<file path="src/design/arsc_pkg.sv">
// Shared types and constants for the adaptive reflective sensor classifier.
// Used by every module of the block; depends on nothing else.
package arsc_pkg;

   // Field widths fixed by the interface.
   localparam int READING_W = 10;
   localparam int LEVEL_W   = 11;
   localparam int CFG_W     = 11;
   localparam int TRACK_W   = 16;
   localparam int WINDOW_W  = 18;

   // Tracker values after reset and after a clear command.
   localparam logic signed [TRACK_W-1:0] TRACK_MAX_RESET = -16'sd32760;
   localparam logic signed [TRACK_W-1:0] TRACK_MIN_RESET = 16'sd32760;

   // Command codes carried in tuser.
   localparam logic CMD_ROUND = 1'b0;
   localparam logic CMD_CLEAR = 1'b1;

   typedef enum logic [1:0] {
      REG_MAX_DISTANCE     = 2'd0,
      REG_MIN_DISTANCE     = 2'd1,
      REG_HOME_DEFAULT     = 2'd2,
      REG_POSITION_DEFAULT = 2'd3
   } csr_index_type;

   // Control word that travels with each pipeline stage.
   typedef struct packed {
      logic valid;
      logic clear;
   } stage_ctl_type;

endpackage

</file>
<file path="src/design/arsc_front.sv">
// Input register and per-channel round accumulators of the sensor classifier.
// Depends on arsc_pkg.
module arsc_front #(
   parameter int SAMPLES = 8,
   parameter int SUM_W   = 14,
   parameter int CNT_W   = 3
) (
   input  logic                                 clock,
   input  logic                                 reset,
   input  logic                                 in_valid,
   output logic                                 in_ready,
   input  logic                                 command,
   input  logic [arsc_pkg::READING_W-1:0]       home_bright,
   input  logic [arsc_pkg::READING_W-1:0]       home_dark,
   input  logic [arsc_pkg::READING_W-1:0]       position_bright,
   input  logic [arsc_pkg::READING_W-1:0]       position_dark,
   output arsc_pkg::stage_ctl_type              out_ctl,
   input  logic                                 out_ready,
   output logic signed [SUM_W-1:0]              home_total,
   output logic signed [SUM_W-1:0]              position_total
);
   import arsc_pkg::*;

   logic                        s1_valid_ff, s1_valid_in;
   logic                        s1_cmd_ff;
   logic [READING_W-1:0]        s1_hb_ff, s1_hd_ff, s1_pb_ff, s1_pd_ff;
   logic signed [SUM_W-1:0]     home_sum_ff, home_sum_in;
   logic signed [SUM_W-1:0]     position_sum_ff, position_sum_in;
   logic [CNT_W-1:0]            count_ff, count_in;
   stage_ctl_type               s2_ctl_ff, s2_ctl_in;
   logic signed [SUM_W-1:0]     home_total_ff, home_total_in;
   logic signed [SUM_W-1:0]     position_total_ff, position_total_in;
   logic signed [LEVEL_W-1:0]   home_diff, position_diff;
   logic signed [SUM_W-1:0]     home_next, position_next;
   logic                        s2_free, s1_go, last_round;

   assign s2_free  = !s2_ctl_ff.valid || out_ready;
   assign s1_go    = s1_valid_ff && s2_free;
   assign in_ready = !s1_valid_ff || s1_go;

   assign home_diff     = $signed({1'b0, s1_hd_ff}) - $signed({1'b0, s1_hb_ff});
   assign position_diff = $signed({1'b0, s1_pd_ff}) - $signed({1'b0, s1_pb_ff});
   assign home_next     = home_sum_ff + SUM_W'(home_diff);
   assign position_next = position_sum_ff + SUM_W'(position_diff);
   assign last_round    = (count_ff == CNT_W'(SAMPLES - 1));

   always_comb begin
      s1_valid_in       = in_valid ? 1'b1 : (s1_go ? 1'b0 : s1_valid_ff);
      home_sum_in       = home_sum_ff;
      position_sum_in   = position_sum_ff;
      count_in          = count_ff;
      s2_ctl_in         = s2_ctl_ff;
      home_total_in     = home_total_ff;
      position_total_in = position_total_ff;
      if (in_valid && !in_ready) begin
         s1_valid_in = 1'b1;
      end
      if (s1_go) begin
         if (s1_cmd_ff == CMD_CLEAR) begin
            // A clear only resets the trackers; partial sums carry on.
            s2_ctl_in.valid = 1'b1;
            s2_ctl_in.clear = 1'b1;
         end else if (last_round) begin
            s2_ctl_in.valid   = 1'b1;
            s2_ctl_in.clear   = 1'b0;
            home_total_in     = home_next;
            position_total_in = position_next;
            home_sum_in       = '0;
            position_sum_in   = '0;
            count_in          = '0;
         end else begin
            s2_ctl_in.valid = 1'b0;
            home_sum_in     = home_next;
            position_sum_in = position_next;
            count_in        = count_ff + CNT_W'(1);
         end
      end else if (out_ready) begin
         s2_ctl_in.valid = 1'b0;
      end
   end

   always_ff @(posedge clock) begin
      if (reset) begin
         s1_valid_ff     <= 1'b0;
         s2_ctl_ff       <= '0;
         home_sum_ff     <= '0;
         position_sum_ff <= '0;
         count_ff        <= '0;
      end else begin
         s1_valid_ff     <= s1_valid_in;
         s2_ctl_ff       <= s2_ctl_in;
         home_sum_ff     <= home_sum_in;
         position_sum_ff <= position_sum_in;
         count_ff        <= count_in;
      end
   end

   always_ff @(posedge clock) begin
      if (in_valid && in_ready) begin
         s1_cmd_ff <= command;
         s1_hb_ff  <= home_bright;
         s1_hd_ff  <= home_dark;
         s1_pb_ff  <= position_bright;
         s1_pd_ff  <= position_dark;
      end
      home_total_ff     <= home_total_in;
      position_total_ff <= position_total_in;
   end

   assign out_ctl        = s2_ctl_ff;
   assign home_total     = home_total_ff;
   assign position_total = position_total_ff;

   // The round counter wraps at the block length and never reaches it.
   a_count_range: assert property (@(posedge clock) disable iff (reset)
      count_ff <= CNT_W'(SAMPLES - 1))
      else $error("round counter beyond block length");

endmodule

</file>
<file path="src/design/arsc_divide.sv">
// Divides both block sums by SAMPLES, truncating toward zero, with a
// reciprocal multiply. Registered output stage. Depends on arsc_pkg.
module arsc_divide #(
   parameter int SAMPLES = 8,
   parameter int SUM_W   = 14
) (
   input  logic                                 clock,
   input  logic                                 reset,
   input  arsc_pkg::stage_ctl_type              in_ctl,
   output logic                                 in_ready,
   input  logic signed [SUM_W-1:0]              home_total,
   input  logic signed [SUM_W-1:0]              position_total,
   output arsc_pkg::stage_ctl_type              out_ctl,
   input  logic                                 out_ready,
   output logic signed [arsc_pkg::LEVEL_W-1:0]  home_level,
   output logic signed [arsc_pkg::LEVEL_W-1:0]  position_level
);
   import arsc_pkg::*;

   localparam int LOG_S   = $clog2(SAMPLES);
   localparam int MAG_W   = SUM_W - 1;
   localparam int SHIFT   = MAG_W + LOG_S;
   localparam int RECIP_W = MAG_W + 1;
   localparam int PROD_W  = MAG_W + RECIP_W;
   localparam logic [RECIP_W-1:0] RECIP =
      RECIP_W'(((64'd1 << SHIFT) + 64'(SAMPLES) - 64'd1) / 64'(SAMPLES));

   stage_ctl_type              s3_ctl_ff, s3_ctl_in;
   logic signed [LEVEL_W-1:0]  home_level_ff, position_level_ff;

   // The magnitude is divided exactly by the rounded-up reciprocal; the sign
   // is put back afterwards, which gives truncation toward zero.
   function automatic logic signed [LEVEL_W-1:0] average(
      input logic signed [SUM_W-1:0] total);
      logic [SUM_W-1:0]       neg_total;
      logic [MAG_W-1:0]       mag;
      logic [PROD_W-1:0]      prod;
      logic [LEVEL_W-2:0]     quot;
      logic signed [LEVEL_W-1:0] pos;
      neg_total = -total;
      mag  = total[SUM_W-1] ? neg_total[MAG_W-1:0] : total[MAG_W-1:0];
      prod = PROD_W'(mag) * PROD_W'(RECIP);
      quot = prod[SHIFT +: (LEVEL_W - 1)];
      pos  = $signed({1'b0, quot});
      return total[SUM_W-1] ? -pos : pos;
   endfunction

   assign in_ready = !s3_ctl_ff.valid || out_ready;

   always_comb begin
      s3_ctl_in = s3_ctl_ff;
      if (in_ready) begin
         s3_ctl_in = in_ctl;
      end
   end

   always_ff @(posedge clock) begin
      if (reset) begin
         s3_ctl_ff <= '0;
      end else begin
         s3_ctl_ff <= s3_ctl_in;
      end
   end

   always_ff @(posedge clock) begin
      if (in_ready && in_ctl.valid && !in_ctl.clear) begin
         home_level_ff     <= average(home_total);
         position_level_ff <= average(position_total);
      end
   end

   assign out_ctl        = s3_ctl_ff;
   assign home_level     = home_level_ff;
   assign position_level = position_level_ff;

   // An average of ten-bit differences never reaches the most negative code.
   a_level_range: assert property (@(posedge clock) disable iff (reset)
      (s3_ctl_ff.valid && !s3_ctl_ff.clear) |->
         (home_level_ff != -11'sd1024 && position_level_ff != -11'sd1024))
      else $error("averaged level out of range");

endmodule

</file>
<file path="src/design/arsc_track.sv">
// Running max/min tracker, midpoint threshold and validity window for one
// sensor channel. Depends on arsc_pkg.
module arsc_track (
   input  logic                                 clock,
   input  logic                                 reset,
   input  logic                                 update,
   input  logic                                 clear,
   input  logic signed [arsc_pkg::LEVEL_W-1:0]  level,
   input  logic [arsc_pkg::CFG_W-1:0]           max_distance,
   input  logic [arsc_pkg::CFG_W-1:0]           min_distance,
   input  logic signed [arsc_pkg::CFG_W-1:0]    default_level,
   output logic                                 active,
   output logic signed [arsc_pkg::LEVEL_W-1:0]  threshold
);
   import arsc_pkg::*;

   logic signed [TRACK_W-1:0]  max_ff, max_in, min_ff, min_in;
   logic signed [TRACK_W-1:0]  level_ext;
   logic signed [TRACK_W:0]    mid_sum, mid_adj, thr_full;
   logic signed [WINDOW_W-1:0] max_w, min_w, def_w, max_dist_w, min_dist_w;
   logic                       invalid;

   assign level_ext = TRACK_W'(level);
   assign max_in    = (level_ext > max_ff) ? level_ext : max_ff;
   assign min_in    = (level_ext < min_ff) ? level_ext : min_ff;

   // Halving rounds toward zero: add one to a negative sum before the shift.
   assign mid_sum  = (TRACK_W + 1)'(max_in) + (TRACK_W + 1)'(min_in);
   assign mid_adj  = mid_sum + $signed({{TRACK_W{1'b0}}, mid_sum[TRACK_W]});
   assign thr_full = mid_adj >>> 1;

   assign max_w      = WINDOW_W'(max_in);
   assign min_w      = WINDOW_W'(min_in);
   assign def_w      = WINDOW_W'(default_level);
   assign max_dist_w = $signed({{(WINDOW_W - CFG_W){1'b0}}, max_distance});
   assign min_dist_w = $signed({{(WINDOW_W - CFG_W){1'b0}}, min_distance});

   assign invalid = (max_w > max_dist_w + def_w) ||
                    ((max_w - min_w) < min_dist_w) ||
                    (min_w < min_dist_w - def_w);

   assign active    = !invalid && ((TRACK_W + 1)'(level) > thr_full);
   assign threshold = thr_full[LEVEL_W-1:0];

   always_ff @(posedge clock) begin
      if (reset || clear) begin
         max_ff <= TRACK_MAX_RESET;
         min_ff <= TRACK_MIN_RESET;
      end else if (update) begin
         max_ff <= max_in;
         min_ff <= min_in;
      end
   end

   // Once any level has been taken, max can never sit below min.
   a_order: assert property (@(posedge clock) disable iff (reset)
      (max_ff >= min_ff) ||
      (max_ff == TRACK_MAX_RESET && min_ff == TRACK_MIN_RESET))
      else $error("tracker max below min");

endmodule

</file>
<file path="src/design/adaptive_reflect_sensor_classifier.sv">
// A result appears on rsp_tvalid once the block's last sampling round has passed the input
// register and then the sum, divide and output registers. Throughput: one round or clear
// per cycle unless rsp_tready stalls the pipeline; one result every SAMPLES rounds.
// Reset (synchronous, active high) zeroes the sums and round count, sets the
// trackers to -32760/+32760, and loads the registers with 100, 50, 200, 200.
// Depends on arsc_pkg, arsc_front, arsc_divide and arsc_track.
module adaptive_reflect_sensor_classifier #(
   parameter int SAMPLES = 8
) (
   input  logic        clock,
   input  logic        reset,
   // Request channel: one sampling round or a clear command per transfer.
   input  logic        req_tvalid,
   output logic        req_tready,
   // home_bright[9:0], home_dark[19:10], position_bright[29:20],
   // position_dark[39:30]
   input  logic [39:0] req_tdata,
   // command[0]: round or clear
   input  logic [0:0]  req_tuser,
   // Response channel: one classification per completed block of rounds.
   output logic        rsp_tvalid,
   input  logic        rsp_tready,
   // home_active[0], position_active[1], home_level[12:2],
   // position_level[23:13], home_threshold[34:24],
   // position_threshold[45:35], zero fill[47:46]
   output logic [47:0] rsp_tdata,
   // Register write channel.
   input  logic        csr_valid,
   output logic        csr_ready,
   input  logic [1:0]  csr_index,
   input  logic [10:0] csr_data
);
   import arsc_pkg::*;

   // A block sum of SAMPLES ten-bit differences needs LOG_S extra bits.
   localparam int LOG_S = $clog2(SAMPLES);
   localparam int SUM_W = LEVEL_W + LOG_S;
   localparam int CNT_W = (LOG_S > 0) ? LOG_S : 1;

   logic [CFG_W-1:0]          max_distance_ff, min_distance_ff;
   logic signed [CFG_W-1:0]   home_default_ff, position_default_ff;

   stage_ctl_type             sum_ctl, lvl_ctl;
   logic                      div_ready, out_free, lvl_go;
   logic signed [SUM_W-1:0]   home_total, position_total;
   logic signed [LEVEL_W-1:0] home_level, position_level;
   logic signed [LEVEL_W-1:0] home_thr, position_thr;
   logic                      home_act, position_act;
   logic                      track_update, track_clear;

   logic                      out_valid_ff, out_valid_in;
   logic                      out_home_act_ff, out_position_act_ff;
   logic signed [LEVEL_W-1:0] out_home_level_ff, out_position_level_ff;
   logic signed [LEVEL_W-1:0] out_home_thr_ff, out_position_thr_ff;

   // Configuration writes are always taken; the user must write only while the pipeline
   // is empty, so no item sees a half-updated window. The block does not enforce this.
   assign csr_ready = 1'b1;

   always_ff @(posedge clock) begin
      if (reset) begin
         max_distance_ff     <= CFG_W'(100);
         min_distance_ff     <= CFG_W'(50);
         home_default_ff     <= CFG_W'(200);
         position_default_ff <= CFG_W'(200);
      end else if (csr_valid && csr_ready) begin
         unique case (csr_index_type'(csr_index))
            REG_MAX_DISTANCE:     max_distance_ff     <= csr_data;
            REG_MIN_DISTANCE:     min_distance_ff     <= csr_data;
            REG_HOME_DEFAULT:     home_default_ff     <= csr_data;
            REG_POSITION_DEFAULT: position_default_ff <= csr_data;
            default: begin
            end
         endcase
      end
   end

   // Stage 1 and 2: input register and accumulation of dark minus bright.
   arsc_front #(
      .SAMPLES (SAMPLES),
      .SUM_W   (SUM_W),
      .CNT_W   (CNT_W)
   ) u_front (
      .clock           (clock),
      .reset           (reset),
      .in_valid        (req_tvalid),
      .in_ready        (req_tready),
      .command         (req_tuser[0]),
      .home_bright     (req_tdata[9:0]),
      .home_dark       (req_tdata[19:10]),
      .position_bright (req_tdata[29:20]),
      .position_dark   (req_tdata[39:30]),
      .out_ctl         (sum_ctl),
      .out_ready       (div_ready),
      .home_total      (home_total),
      .position_total  (position_total)
   );

   // Stage 3: block averages.
   arsc_divide #(
      .SAMPLES (SAMPLES),
      .SUM_W   (SUM_W)
   ) u_divide (
      .clock          (clock),
      .reset          (reset),
      .in_ctl         (sum_ctl),
      .in_ready       (div_ready),
      .home_total     (home_total),
      .position_total (position_total),
      .out_ctl        (lvl_ctl),
      .out_ready      (out_free),
      .home_level     (home_level),
      .position_level (position_level)
   );

   // Stage 4: the trackers change state as the item moves into the output
   // register. A clear token resets the trackers and leaves no result.
   assign out_free     = !out_valid_ff || rsp_tready;
   assign lvl_go       = lvl_ctl.valid && out_free;
   assign track_update = lvl_go && !lvl_ctl.clear;
   assign track_clear  = lvl_go && lvl_ctl.clear;

   arsc_track u_home (
      .clock         (clock),
      .reset         (reset),
      .update        (track_update),
      .clear         (track_clear),
      .level         (home_level),
      .max_distance  (max_distance_ff),
      .min_distance  (min_distance_ff),
      .default_level (home_default_ff),
      .active        (home_act),
      .threshold     (home_thr)
   );

   arsc_track u_position (
      .clock         (clock),
      .reset         (reset),
      .update        (track_update),
      .clear         (track_clear),
      .level         (position_level),
      .max_distance  (max_distance_ff),
      .min_distance  (min_distance_ff),
      .default_level (position_default_ff),
      .active        (position_act),
      .threshold     (position_thr)
   );

   always_comb begin
      out_valid_in = out_valid_ff;
      if (track_update) begin
         out_valid_in = 1'b1;
      end else if (rsp_tready) begin
         out_valid_in = 1'b0;
      end
   end

   always_ff @(posedge clock) begin
      if (reset) begin
         out_valid_ff <= 1'b0;
      end else begin
         out_valid_ff <= out_valid_in;
      end
   end

   always_ff @(posedge clock) begin
      if (track_update) begin
         out_home_act_ff       <= home_act;
         out_position_act_ff   <= position_act;
         out_home_level_ff     <= home_level;
         out_position_level_ff <= position_level;
         out_home_thr_ff       <= home_thr;
         out_position_thr_ff   <= position_thr;
      end
   end

   assign rsp_tvalid = out_valid_ff;
   assign rsp_tdata  = {2'b00,
                        out_position_thr_ff, out_home_thr_ff,
                        out_position_level_ff, out_home_level_ff,
                        out_position_act_ff, out_home_act_ff};

   // An active sensor is always above its own threshold.
   a_home_above: assert property (@(posedge clock) disable iff (reset)
      (out_valid_ff && out_home_act_ff) |-> (out_home_level_ff > out_home_thr_ff))
      else $error("home active without exceeding threshold");

   a_position_above: assert property (@(posedge clock) disable iff (reset)
      (out_valid_ff && out_position_act_ff) |->
         (out_position_level_ff > out_position_thr_ff))
      else $error("position active without exceeding threshold");

endmodule

</file>
<file path="config.mk">
export PLATFORM = sky130hd
export DESIGN_NAME = adaptive_reflect_sensor_classifier
export DESIGN_NICKNAME = d
export VERILOG_FILES = /design/src/design/arsc_pkg.sv /design/src/design/arsc_front.sv /design/src/design/arsc_divide.sv /design/src/design/arsc_track.sv /design/src/design/adaptive_reflect_sensor_classifier.sv
export SDC_FILE = /design/constraint.sdc
export NUM_CORES = 1
export LEC_CHECK = 0
export BUFFER_PORTS_ARGS = -buffer_cell sky130_fd_sc_hd__clkbuf_2
export CAP_MARGIN = 20
export CELL_PAD_IN_SITES_DETAIL_PLACEMENT = 1
export CELL_PAD_IN_SITES_GLOBAL_PLACEMENT = 1
export CORE_AREA = 2 2 219 221
export CTS_CLUSTER_DIAMETER = 200
export DETAILED_ROUTE_END_ITERATION = 10
export DIE_AREA = 0 0 221 223
export GPL_TIMING_DRIVEN = 1
export PLACE_DENSITY_LB_ADDON = 0.1
export SLEW_MARGIN = 20
export SYNTH_ARGS = -nofsm -noshare
export SYNTH_HDL_FRONTEND = slang
export SYNTH_SLANG_ARGS = --single-unit
</file>
<file path="constraint.sdc">
create_clock -name clock -period 7.7 [get_ports clock]
set_input_delay 0.385 -clock clock [delete_from_list [all_inputs] [get_ports clock]]
set_output_delay 0.385 -clock clock [all_outputs]
set_load 0.02 [all_outputs]
</file>
# Yosys cells after proc, flatten, opt, wreduce, memory -nomap -nowiden
# Index checks and enable logic that the tools add are counted.
# totals
regBits	282
inputBits	59
elab_cells	131
# classes
add_sub_neg	19
order_cmp	12
n_eq_ne	4
mux	21
n_bitwise	1
n_reduce_logical	40
# ops
cell	count
11-bit by 16-bit greater-than comparator with 1-bit output	4
16-bit two-way mux	4
18-bit by 12-bit < comparator with 1-bit output	2
16-bit by 16-bit adder with 17-bit output	2
17-bit by 2-bit adder with 17-bit output	2
16-bit by 16-bit subtractor with 17-bit output	2
16-bit by 13-bit greater-than comparator with 1-bit output	2
11-bit by 16-bit < comparator with 1-bit output	2
16-bit by 13-bit < comparator with 1-bit output	2
14-bit by 11-bit adder with 14-bit output	2
14-bit two-way mux	2
12-bit by 11-bit adder with 13-bit output	2
13-bit two-way mux	2
13-bit negator	2
12-bit by 11-bit subtractor with 13-bit output	2
10-bit negator with 11-bit output	2
10-bit by 10-bit subtractor with 11-bit output	2
10-bit two-way mux	2
2-bit AND reduction	6
1-bit logical AND	10
1-bit zero test	9
1-bit logical OR	9
1-bit two-way mux	9
2-bit nonzero test	3
10 further kinds	11

# Logic depth before layout (Yosys ltp)
# Gate-level depths: netlist of run 1.
# depth
word_depth	9
mapped_depth	31
ltp_nobuf	31

# Cells and area by module
# Synthesis of run 1 repeated with hierarchy kept, for this count alone.
# hier_totals
hier_cells	2598
area_unflattened_um2	23238.5
# modules_own_cells
module	instances	cells_each	area_per_inst_um2
arsc_track (u_position)	1	868	6781.5
arsc_track (u_home)	1	871	6283.5
arsc_front	1	477	5355.1
adaptive_reflect_sensor_classifier	1	227	3255.6
arsc_divide	1	155	1562.7

# Worst setup path after synthesis of run 1
# OpenSTA, ideal clock, no wires.
# synth_timing
path_type	flip-flop to flip-flop
startpoint	register u_divide.home_level_ff[10] (netlist: u_divide.home_level[10])
endpoint	register out_home_act_ff (data pin)
setup_ns	0.190
t_arrival_ns	6.393
required_ns	7.510
path_slack_ns	1.117
stages_incl_launch_ff	28
path_cell_list	edfxtp_1 ha_1 a21o_1 a21oi_1 o2111ai_1 o31ai_1 clkbuf_1 clkbuf_1 mux2_2 fa_1 a211oi_2 o31a_1 nor3_1 nor4_4 nand4b_1 or2_2 nor3_2 nand2_1 xnor2_1 ha_1 a211oi_1 o21ai_0 o211ai_1 a21oi_1 nor3_1 o21ai_1 xor2_1 a2111oi_2
# synth_via
elab_chain_len	8
# synth_rtl
item	line_no	text
start: declaration	arsc_divide.sv:29	logic signed [LEVEL_W-1:0] home_level_ff, position_level_ff;
start signal: assignment	arsc_divide.sv:67	home_level_ff <= average(home_total);
11-bit by 16-bit greater-than comparator with 1-bit output *	arsc_track.sv:24	assign max_in = (level_ext > max_ff) ? level_ext : max_ff;
16-bit two-way mux *	arsc_track.sv:24	
via u_home.max_in[1]	arsc_track.sv:17	logic signed [TRACK_W-1:0] max_ff, max_in, min_ff, min_in;
parallel branches: the longest is 5 deep, another holds 16-bit by 16-bit adder with 17-bit output	-	
1-bit logical AND *	arsc_track.sv:42	assign active = !invalid && ((TRACK_W + 1)'(level) > thr_full);
via home_act	adaptive_reflect_sensor_classifier.sv:48	logic home_act, position_act;
end signal: assignment	adaptive_reflect_sensor_classifier.sv:168	out_home_act_ff <= home_act;
end: declaration	adaptive_reflect_sensor_classifier.sv:52	logic out_home_act_ff, out_position_act_ff;
# Mark *: on every way through the listed nets, which the timed path passes.
# A chain may end at the register's enable or synchronous reset.

# Final worst setup path of run 1
# layout_timing
startpoint	register u_divide.position_level_ff[9] (netlist: u_divide.position_level[9])
endpoint	register out_position_act_ff (data pin)
# layout_via
elab_chain_len	8
# layout_rtl
item	line_no	text
start: declaration	arsc_divide.sv:29	
start signal: assignment	arsc_divide.sv:68	position_level_ff <= average(position_total);
11-bit by 16-bit < comparator with 1-bit output *	arsc_track.sv:25	assign min_in = (level_ext < min_ff) ? level_ext : min_ff;
16-bit two-way mux *	arsc_track.sv:25	
via u_position.min_in[1]	arsc_track.sv:17	
parallel branches: the longest is 5 deep, another holds 16-bit by 16-bit adder with 17-bit output	-	
1-bit logical AND *	arsc_track.sv:42	
via position_act	adaptive_reflect_sensor_classifier.sv:48	
end signal: assignment	adaptive_reflect_sensor_classifier.sv:169	out_position_act_ff <= position_act;
end: declaration	adaptive_reflect_sensor_classifier.sv:52	
# Marked as above.

==> results, run 1 <==
- The data arrival at the endpoint of the critical path is ~7.4 ns.
- In the synthesized netlist the dominant register cell turns out to be dfxtp_1.
- The number of synthesis warnings is 0.
- The count of nets left with antenna violations once routing finished came out at 0.
- From synthesis to final layout, the design area changed by 13.0%.
- At the placement stage, the worst setup path has a slack of 0.393 ns.
- The fraction of synthesis flops using an asynchronous set or reset pin is 0.
- The area of the core is about 47000 um^2.
- Subtracting the final worst setup slack from the clock period gives 7.16 ns.
- The most critical setup path has its endpoint at out_position_act_ff.
- The vias per cell is 5.82.
- The critical path in this run is classified as register to register.
- The mapped netlist covers 22400 um^2.
- The total leakage power is 11.3 nW.
- The number of antenna violations at the first check in global routing is 0.
- The routed wire length is 69800 um.
- Max-cap violations in this run came to 0.
- The final total negative setup slack is 0 ns.
- The number of instances in the synthesized netlist is approximately 2500.
- The overall overflow remaining after global route is 0.
- The number of ports placed on the die boundary is 110.
- 0 antenna diodes ended up in the layout.
- TritonCTS built the clock tree.
- The run finished with clean final reports.
- Power spread over the standard cell area amounts to 177 nW/um^2.
- The largest area contributor in the netlist is ha_1.
- For the worst flop-to-flop path, the logic depth is 26.
- The worst setup path is captured at a register.
- Summing over every cut layer, the via total after detailed routing is 19100.
- The standard-cell row count is 80.
- The setup slack of the worst register-to-register path is 0.54 ns.
- The number of register bits inferred by synthesis is 282.
- On the final layout, the worst clock skew is 0.0319 ns.
- The width of the die is roughly 220 um.
- The CTS root buffer is clkbuf_16.
- The number of hold violations in the final report is 0.
- The number of enable flip-flop cells after synthesis is around 140.
- The final period utilization is 0.930.
- The share of synthesized area in the top cell type comes to 0.188.
- Clock-pin slew was measured on the worst setup and hold paths at 0.06 ns.
- The pin count of the biggest net entering global routing is 70.
- In this run the worst path has a maximum fanout of 23.
- The mean area per synthesized cell is 8.96 um^2.
- The number of H-tree branching levels is 2.
- IR analysis of the VDD net gives a maximum drop of 0.188 mV.
- Total power for the finished layout comes to ~4.5 mW.
- For this run, the top clock speed supported by timing is 140 MHz.
- The post-detailed-placement cell area is approximately 24000 um^2.
- The max-slew violation count came to 0.
- Yosys mapped the design onto between 90 and 100 distinct sky130hd cell types.
- At the end of routability-driven placement, the weighted congestion stood at 0.922.
- The number of nets in the layout is 3051.
- The number of clock buffers added by TritonCTS is 36.
- The final design instance area without fill is 25300 um^2.
- Measured against its own limit, the worst slew margin works out to 0.300.
- The number of endpoints failing setup at the final stage is 0.
- Sorting the synthesized cells by area gives the leading types as ha_1 19%, edfxtp_1 18%, dfxtp_1 13%, a21oi_1 4.6%, xnor2_1 4.5%.
- The mean routed wirelength per cell is about 21 um.
- The clock latency of the later-clocked register in the worst-skew pair is 0.58 ns.
- The launching element of the worst setup path is u_divide.position_level[9].
- For this run, the total global-route usage over all layers was measured as 0.280.
- The detailed-routing iteration count for the pre-antenna-repair pass is 5.
- The minimum setup slack in the final design is around 0.54 ns.
- The via count of the first global-routing pass is approximately 20000.
- The floorplan step defined a die boundary enclosing ~50000 um^2.
- The first global-routing pass estimated ~110000 um of wire.
- For this configuration, the core starts out at a cell density of 0.474.
- The startpoint identified for the worst register-to-register timing path is u_divide.position_level[9].
- After synthesis, the most frequently instantiated cells are 337 x ha_1, 228 x inv_1, 207 x a21oi_1, 198 x nand2_1, 165 x nor2_1.
- The post-detailed-placement half-perimeter wirelength is 54100 um.
- From bottom edge to top edge, the die measures 223 um.
- After detailed routing, the number of remaining DRC violations is 0.
- By instance count, the leading cell after synthesis is ha_1.
- At the pin with the least slew margin, the transition time is 1.05 ns.
- In this run, the number of DRC markers left after iteration 0 of detailed routing was roughly 1100.
- Counting every sink on the clock net gives 282.
- The worst register-to-register path ends at out_position_act_ff.
- The count of buffers added on input and output ports is 106.
- The startpoint type of the worst setup path is a register.
- Setup repair after global routing left no endpoint under its margin.
- Data on the critical path is required at its endpoint by 7.98 ns.
- The layout cell share with drive strength beyond 1 is 0.101.
- The share of the Yosys chip area taken by registers is 0.314.
- The worst hold-check path type is input pin to register.
- The clock passes through at most 3 buffers.
[cell type report]
type                       instances  area, um^2
sequential                       282        7020
timing repair buffer             192        1280
inverter                         229         860
multi-input combinational       1902       14200
clock buffer                      43         947
clock inverter                    23         233
fill                            5527       21900
tap                              615         769
[flip-flops by register name, indices dropped and copies added (netlist names), 14 cells and up]
signal	flops
u_front.position_total	14
u_front.home_sum_ff	14
u_position.min_ff	16
u_front.home_total	14
u_position.max_ff	16
u_home.min_ff	16
u_home.max_ff	16
u_front.position_sum_ff	14
[metrics by stage]
stage / instances / hold WS, ns / util
after floorplan: 2498 / 0.426 / -
after global placement: 3177 / 0.436 / 0.502
after detailed placement: 3177 / 0.448 / 0.502
after CTS: 3283 / 0.0111 / 0.535
after global routing: 3286 / 0.0105 / 0.536
final: 3286 / 0.0515 / 0.536
[critical path: stages (launching register included)]
cell	delay [ns]
edfxtp_1	0.59
ha_1	0.39
a211oi_1	0.29
o21a_1	0.17
o31ai_1	0.07
a21oi_1	0.21
mux2i_2	0.22
buf_4	0.32
mux2i_1	0.41
inv_1	0.20
fa_1	0.51
a211oi_2	0.29
or4_4	0.21
a31oi_4	0.10
a311oi_2	0.42
o21bai_1	0.10
a21o_1	0.19
xnor2_1	0.19
or4_4	0.53
xnor2_1	0.15
ha_1	0.30
nand4_1	0.12
nor3_1	0.32
nand4_1	0.20
nor3_1	0.16
a21oi_1	0.06
nor4bb_1	0.14
[timing repair]
item / 4_1_cts / 5_1_grt
setup endpoints to repair: 0 / 2
hold buffers: 40 / 0
endpoints found under the hold margin: 40 / 0
resized for setup: 0 / 1
buffers inserted: 0 / 3
[cells by family (layout without fill, tap and decap cells)]
kind of cell | after synthesis | in the layout | share of synthesized area
simple gates | 709 | 709 | 0.159
compound gates | 612 | 612 | 0.179
fa+ha+maj | 349 | 349 | 0.199
buf+inv | 314 | 487 | 0.0548
flops | 282 | 282 | 0.314
xor+xnor | 176 | 176 | 0.0689
mux | 53 | 53 | 0.0249
other cells | 2 | 3 | 0.000336
[worst min path at each step]
stage	start	slack [ns]	end	cells after the start
floorplan	u_position.max_ff[10]	0.43	u_position.max_ff[10]	1
global placement	u_position.max_ff[12]	0.44	u_position.max_ff[12]	1
detailed placement	u_position.max_ff[12]	0.45	u_position.max_ff[12]	1
CTS	req_tuser	0.01	u_front.s1_cmd_ff	1
global route	req_tuser	0.01	u_front.s1_cmd_ff	1
finish	req_tuser	0.05	u_front.s1_cmd_ff	1
[report_power, final]
part / internal [mW] / switching, mW
registers: 1.64 / 0.0365
logic: 0.445 / 0.657
clock network: 0.964 / 0.730
[routing by layer]
metal	vias up	share of wire	track usage
li1	9219	-	-
met1	9469	0.44	0.349
met2	327	0.49	0.497
met3	116	0.040	0.0429
met4	0	0.031	0.0901
met5	-	0	0
[cells in the final DEF (no fill, tap or decap), drive strengths merged, types with 23 or more instances in the layout]
cell type    Yosys  final
inv            228    230
dfxtp          145    145
xnor2          115    115
nor3            54     54
buf             22     47
o22ai           27     27
nand2b          49     49
o21ai           89     89
nand3           36     36
nand2          199    199
a21oi          207    207
a211oi          26     26
a22oi           25     25
mux2i           32     32
clkbuf          63    148
and3            23     23
nand4           33     33
xor2            61     61
nor2           165    165
dlygate4sd3      0     40
o21a            27     27
nor2b           32     32
a21o            68     68
ha             337    337
edfxtp         137    137
Power figures use the tool's default switching activity.
==> run 2: changes to the inputs <==
MAX_ROUTING_LAYER = met4   (was default)
SKIP_CTS_REPAIR_TIMING = 1   (was default)
==> run 2 against run 1 <==
  * Clock power hardly changed
  * Non-clock buffer count shrank 12
  * Routed wire length shrank 1.4%
  * Critical path depth up 1
  * Die area stayed put
  * Setup slack improved by 0.038 ns
  * Combinational power is essentially flat
  * Clock-buffer cell count is 7 higher
  * Maximum frequency increased by 0.53%
  * Register-to-register slack improved by 0.04 ns
  * Cell count fell by 0.33%
  * Critical path type unchanged
==> results, run 2 (synthesis results as in run 1) <==
- STA puts the critical path data required time at 7.98 ns.
- IR analysis of the VDD net gives a maximum drop of 0.205 mV.
- The worst-case headroom to the max-slew limit is 0.309.
- The post-detailed-placement half-perimeter wirelength is 54100 um.
- The overall overflow remaining after global route is 0.
- The area enclosed by the die boundary is 49300 um^2.
- The most common cell after layout, fill and taps aside is ha_1.
- The setup slack after placement is 0.512 ns.
- The first global-routing pass estimated 108000 um of wire.
- The launching element of the worst setup path is u_divide.home_level[9].
- Setup violations remaining at the end of the flow were counted as 0.
- Setup repair after global routing left no endpoint under its margin.
- Clock-pin slew was measured on the worst setup and hold paths at 0.06 ns.
- The clock net in this run drives a total of 282 sinks.
- The vertical die dimension is roughly 220 um.
- The switching share of power is 0.310.
- Summing over every cut layer, the via total after detailed routing is 19100.
- STA classifies the critical path endpoint as a register.
- The total inserted antenna cells is 0.
- The clock passes through at most 3 buffers.
- The power per standard cell area is roughly 180 nW/um^2.
- The region available for standard cell placement spans 47100 um^2.
- The clock latency of the later-clocked register in the worst-skew pair is between 0.5 and 0.6 ns.
- For this configuration, the core starts out at a cell density of 0.474.
- For this run, the top clock speed supported by timing is about 140 MHz.
- The final period utilization is 0.925.
- The number of antenna violations at the first check in global routing is 1.
- The CTS root buffer is clkbuf_16.
- The standard-cell row count is 80.
- The data arrival at the endpoint of the critical path is 7.40 ns.
- The total DRC errors in the routed layout is 0.
- The number of hold violations in the final report came to 0.
- The mean routed wirelength per cell is ~21 um.
- For this block, the initial DRC count from the detailed router was about 1000.
- The number of max-cap violations is 0.
- The start point of the worst min-delay path is req_tdata[31].
- The count of nets left with antenna violations once routing finished came out at 0.
- The clock tree synthesis step divided the H-tree into 2 levels.
- Compared with the post-synthesis result, the final layout area differs by 12.2%.
- The total design power is 4.43 mW.
- The share of power burned in the clock network is 0.376.
- The worst setup path is of the register to register kind.
- The width of the die is 221 um.
- For the pin with the worst max-slew slack, the measured transition is 1.03 ns.
- The clock period minus worst slack is about 7.1 ns.
- The part of the power in registers is 0.378.
- 110 I/O pins were placed.
- Entering global routing, the biggest net connects 71 pins.
- Between clock sinks in the finished design, the worst skew comes to approximately 0.033 ns.
- The layout cell share with drive strength beyond 1 is 0.108.
- The vias per cell is 5.84.
- The total of buffers placed on input and output ports is 106.
- The clock tree from TritonCTS is yes.
- Across every metal layer, demand over resource in global routing totals 0.283.
- The min-delay analysis places its worst path in the category input pin to register.
- For this run, the detailed router's first-pass iteration total came to 5.
- The max-slew violation count is 0.
- The routability congestion estimate is 0.930.
- In the layout the commonest cells are 336 x ha_1, 228 x inv_1, 206 x a21oi_1, 197 x nand2_1, 164 x nor2_1.
- The total leakage power is 11.2 nW.
- The via count of the first global-routing pass came to about 20000.
- Along the worst path, the maximum fanout reaches 14.
- The post-route worst hold slack is about 0.015 ns.
- The power share of the combinational group is 0.246.
- The worst setup path is launched from a register.
- The reg-to-reg critical path startpoint is u_divide.home_level[9].
- The utilization after layout is 0.532.
- Summed over all nets, the switching power comes to 1.37 mW.
- The number of nets in the layout is 3040.
- Cell internal power was estimated by the tool at between 3 and 4 mW.
- The run finished with clean final reports.
- The minimum setup slack in the final design is 0.576 ns.
- In the final timing run, aggregate negative setup slack is 0 ns.
- The routed wire length is 68800 um.
- The number of clock buffers added by TritonCTS is 37.
[run 2: cell types whose count changed in the layout (fill, tap and decap cells not counted), moves of 2 or more]
cell / previous run / this run
clkinv_4: 2 / 0
clkinv_1: 3 / 1
inv_6: 0 / 3
clkbuf_1: 5 / 11
buf_4: 47 / 66
dlygate4sd3_1: 40 / 9
[run 2: worst max-delay path, cell delays in order, from the launching register on]
cell       delay (ns)
edfxtp_1         0.51
ha_1             0.36
a21o_1           0.18
a21o_1           0.17
a21oi_1          0.16
o2111ai_1        0.14
o31ai_2          0.31
buf_4            0.29
mux2_2           0.44
fa_1             0.52
a211oi_4         0.31
o31a_1           0.26
nor3_1           0.12
nor4_4           0.33
nand4b_1         0.22
buf_4            0.21
nor4_2           0.42
nand3_2          0.20
nor3_2           0.20
xor2_1           0.10
ha_1             0.30
nand4_1          0.12
nor3b_1          0.31
nand4_1          0.18
nor4_1           0.22
nor3_1           0.09
o2111ai_1        0.11
a2111oi_2        0.05
[run 2: power by group through the flow]
stage	clock [mW]	sequential (mW)	combinational, mW
global placement	0	1.71	1.02
global route	1.76	1.68	1.21
finish	1.67	1.68	1.09
detailed placement	0	1.71	1.07
CTS	1.71	1.68	1.08
floorplan	0	1.70	0.771
[run 2: cell type report]
class | instances | area (um^2)
clock inverter | 17 | 155
inverter | 229 | 860
fill | 5498 | 22000
clock buffer | 50 | 995
timing repair buffer | 180 | 1110
multi-input combinational | 1902 | 14200
sequential | 282 | 7020
tap | 615 | 769
[run 2: stage by stage]
| stage | std cells | instance area [um^2] |
|---|---|---|
| 2_1_floorplan | 2498 | 22400 |
| 3_3_place_gp | 3186 | 23700 |
| 3_5_place_dp | 3186 | 23700 |
| 4_1_cts | 3253 | 24900 |
| 5_1_grt | 3275 | 25100 |
| 6_report | 3275 | 25100 |
[run 2: path summary, 6_finish.rpt]
kind	end	slack, ns	cells after the start
max	out_home_act_ff	0.58	27
max reg2reg	out_home_act_ff	0.58	27
min reg2reg	u_position.max_ff[13]	0.45	1
min	u_front.s1_pd_ff[1]	0.01	1
[run 2: metal layers]
layer	global-route usage	up-vias	share of wire
met5	-	-	0
met2	0.490	364	0.49
met3	0.0295	119	0.040
met4	0.0805	0	0.027
met1	0.349	9415	0.44
li1	-	9214	-
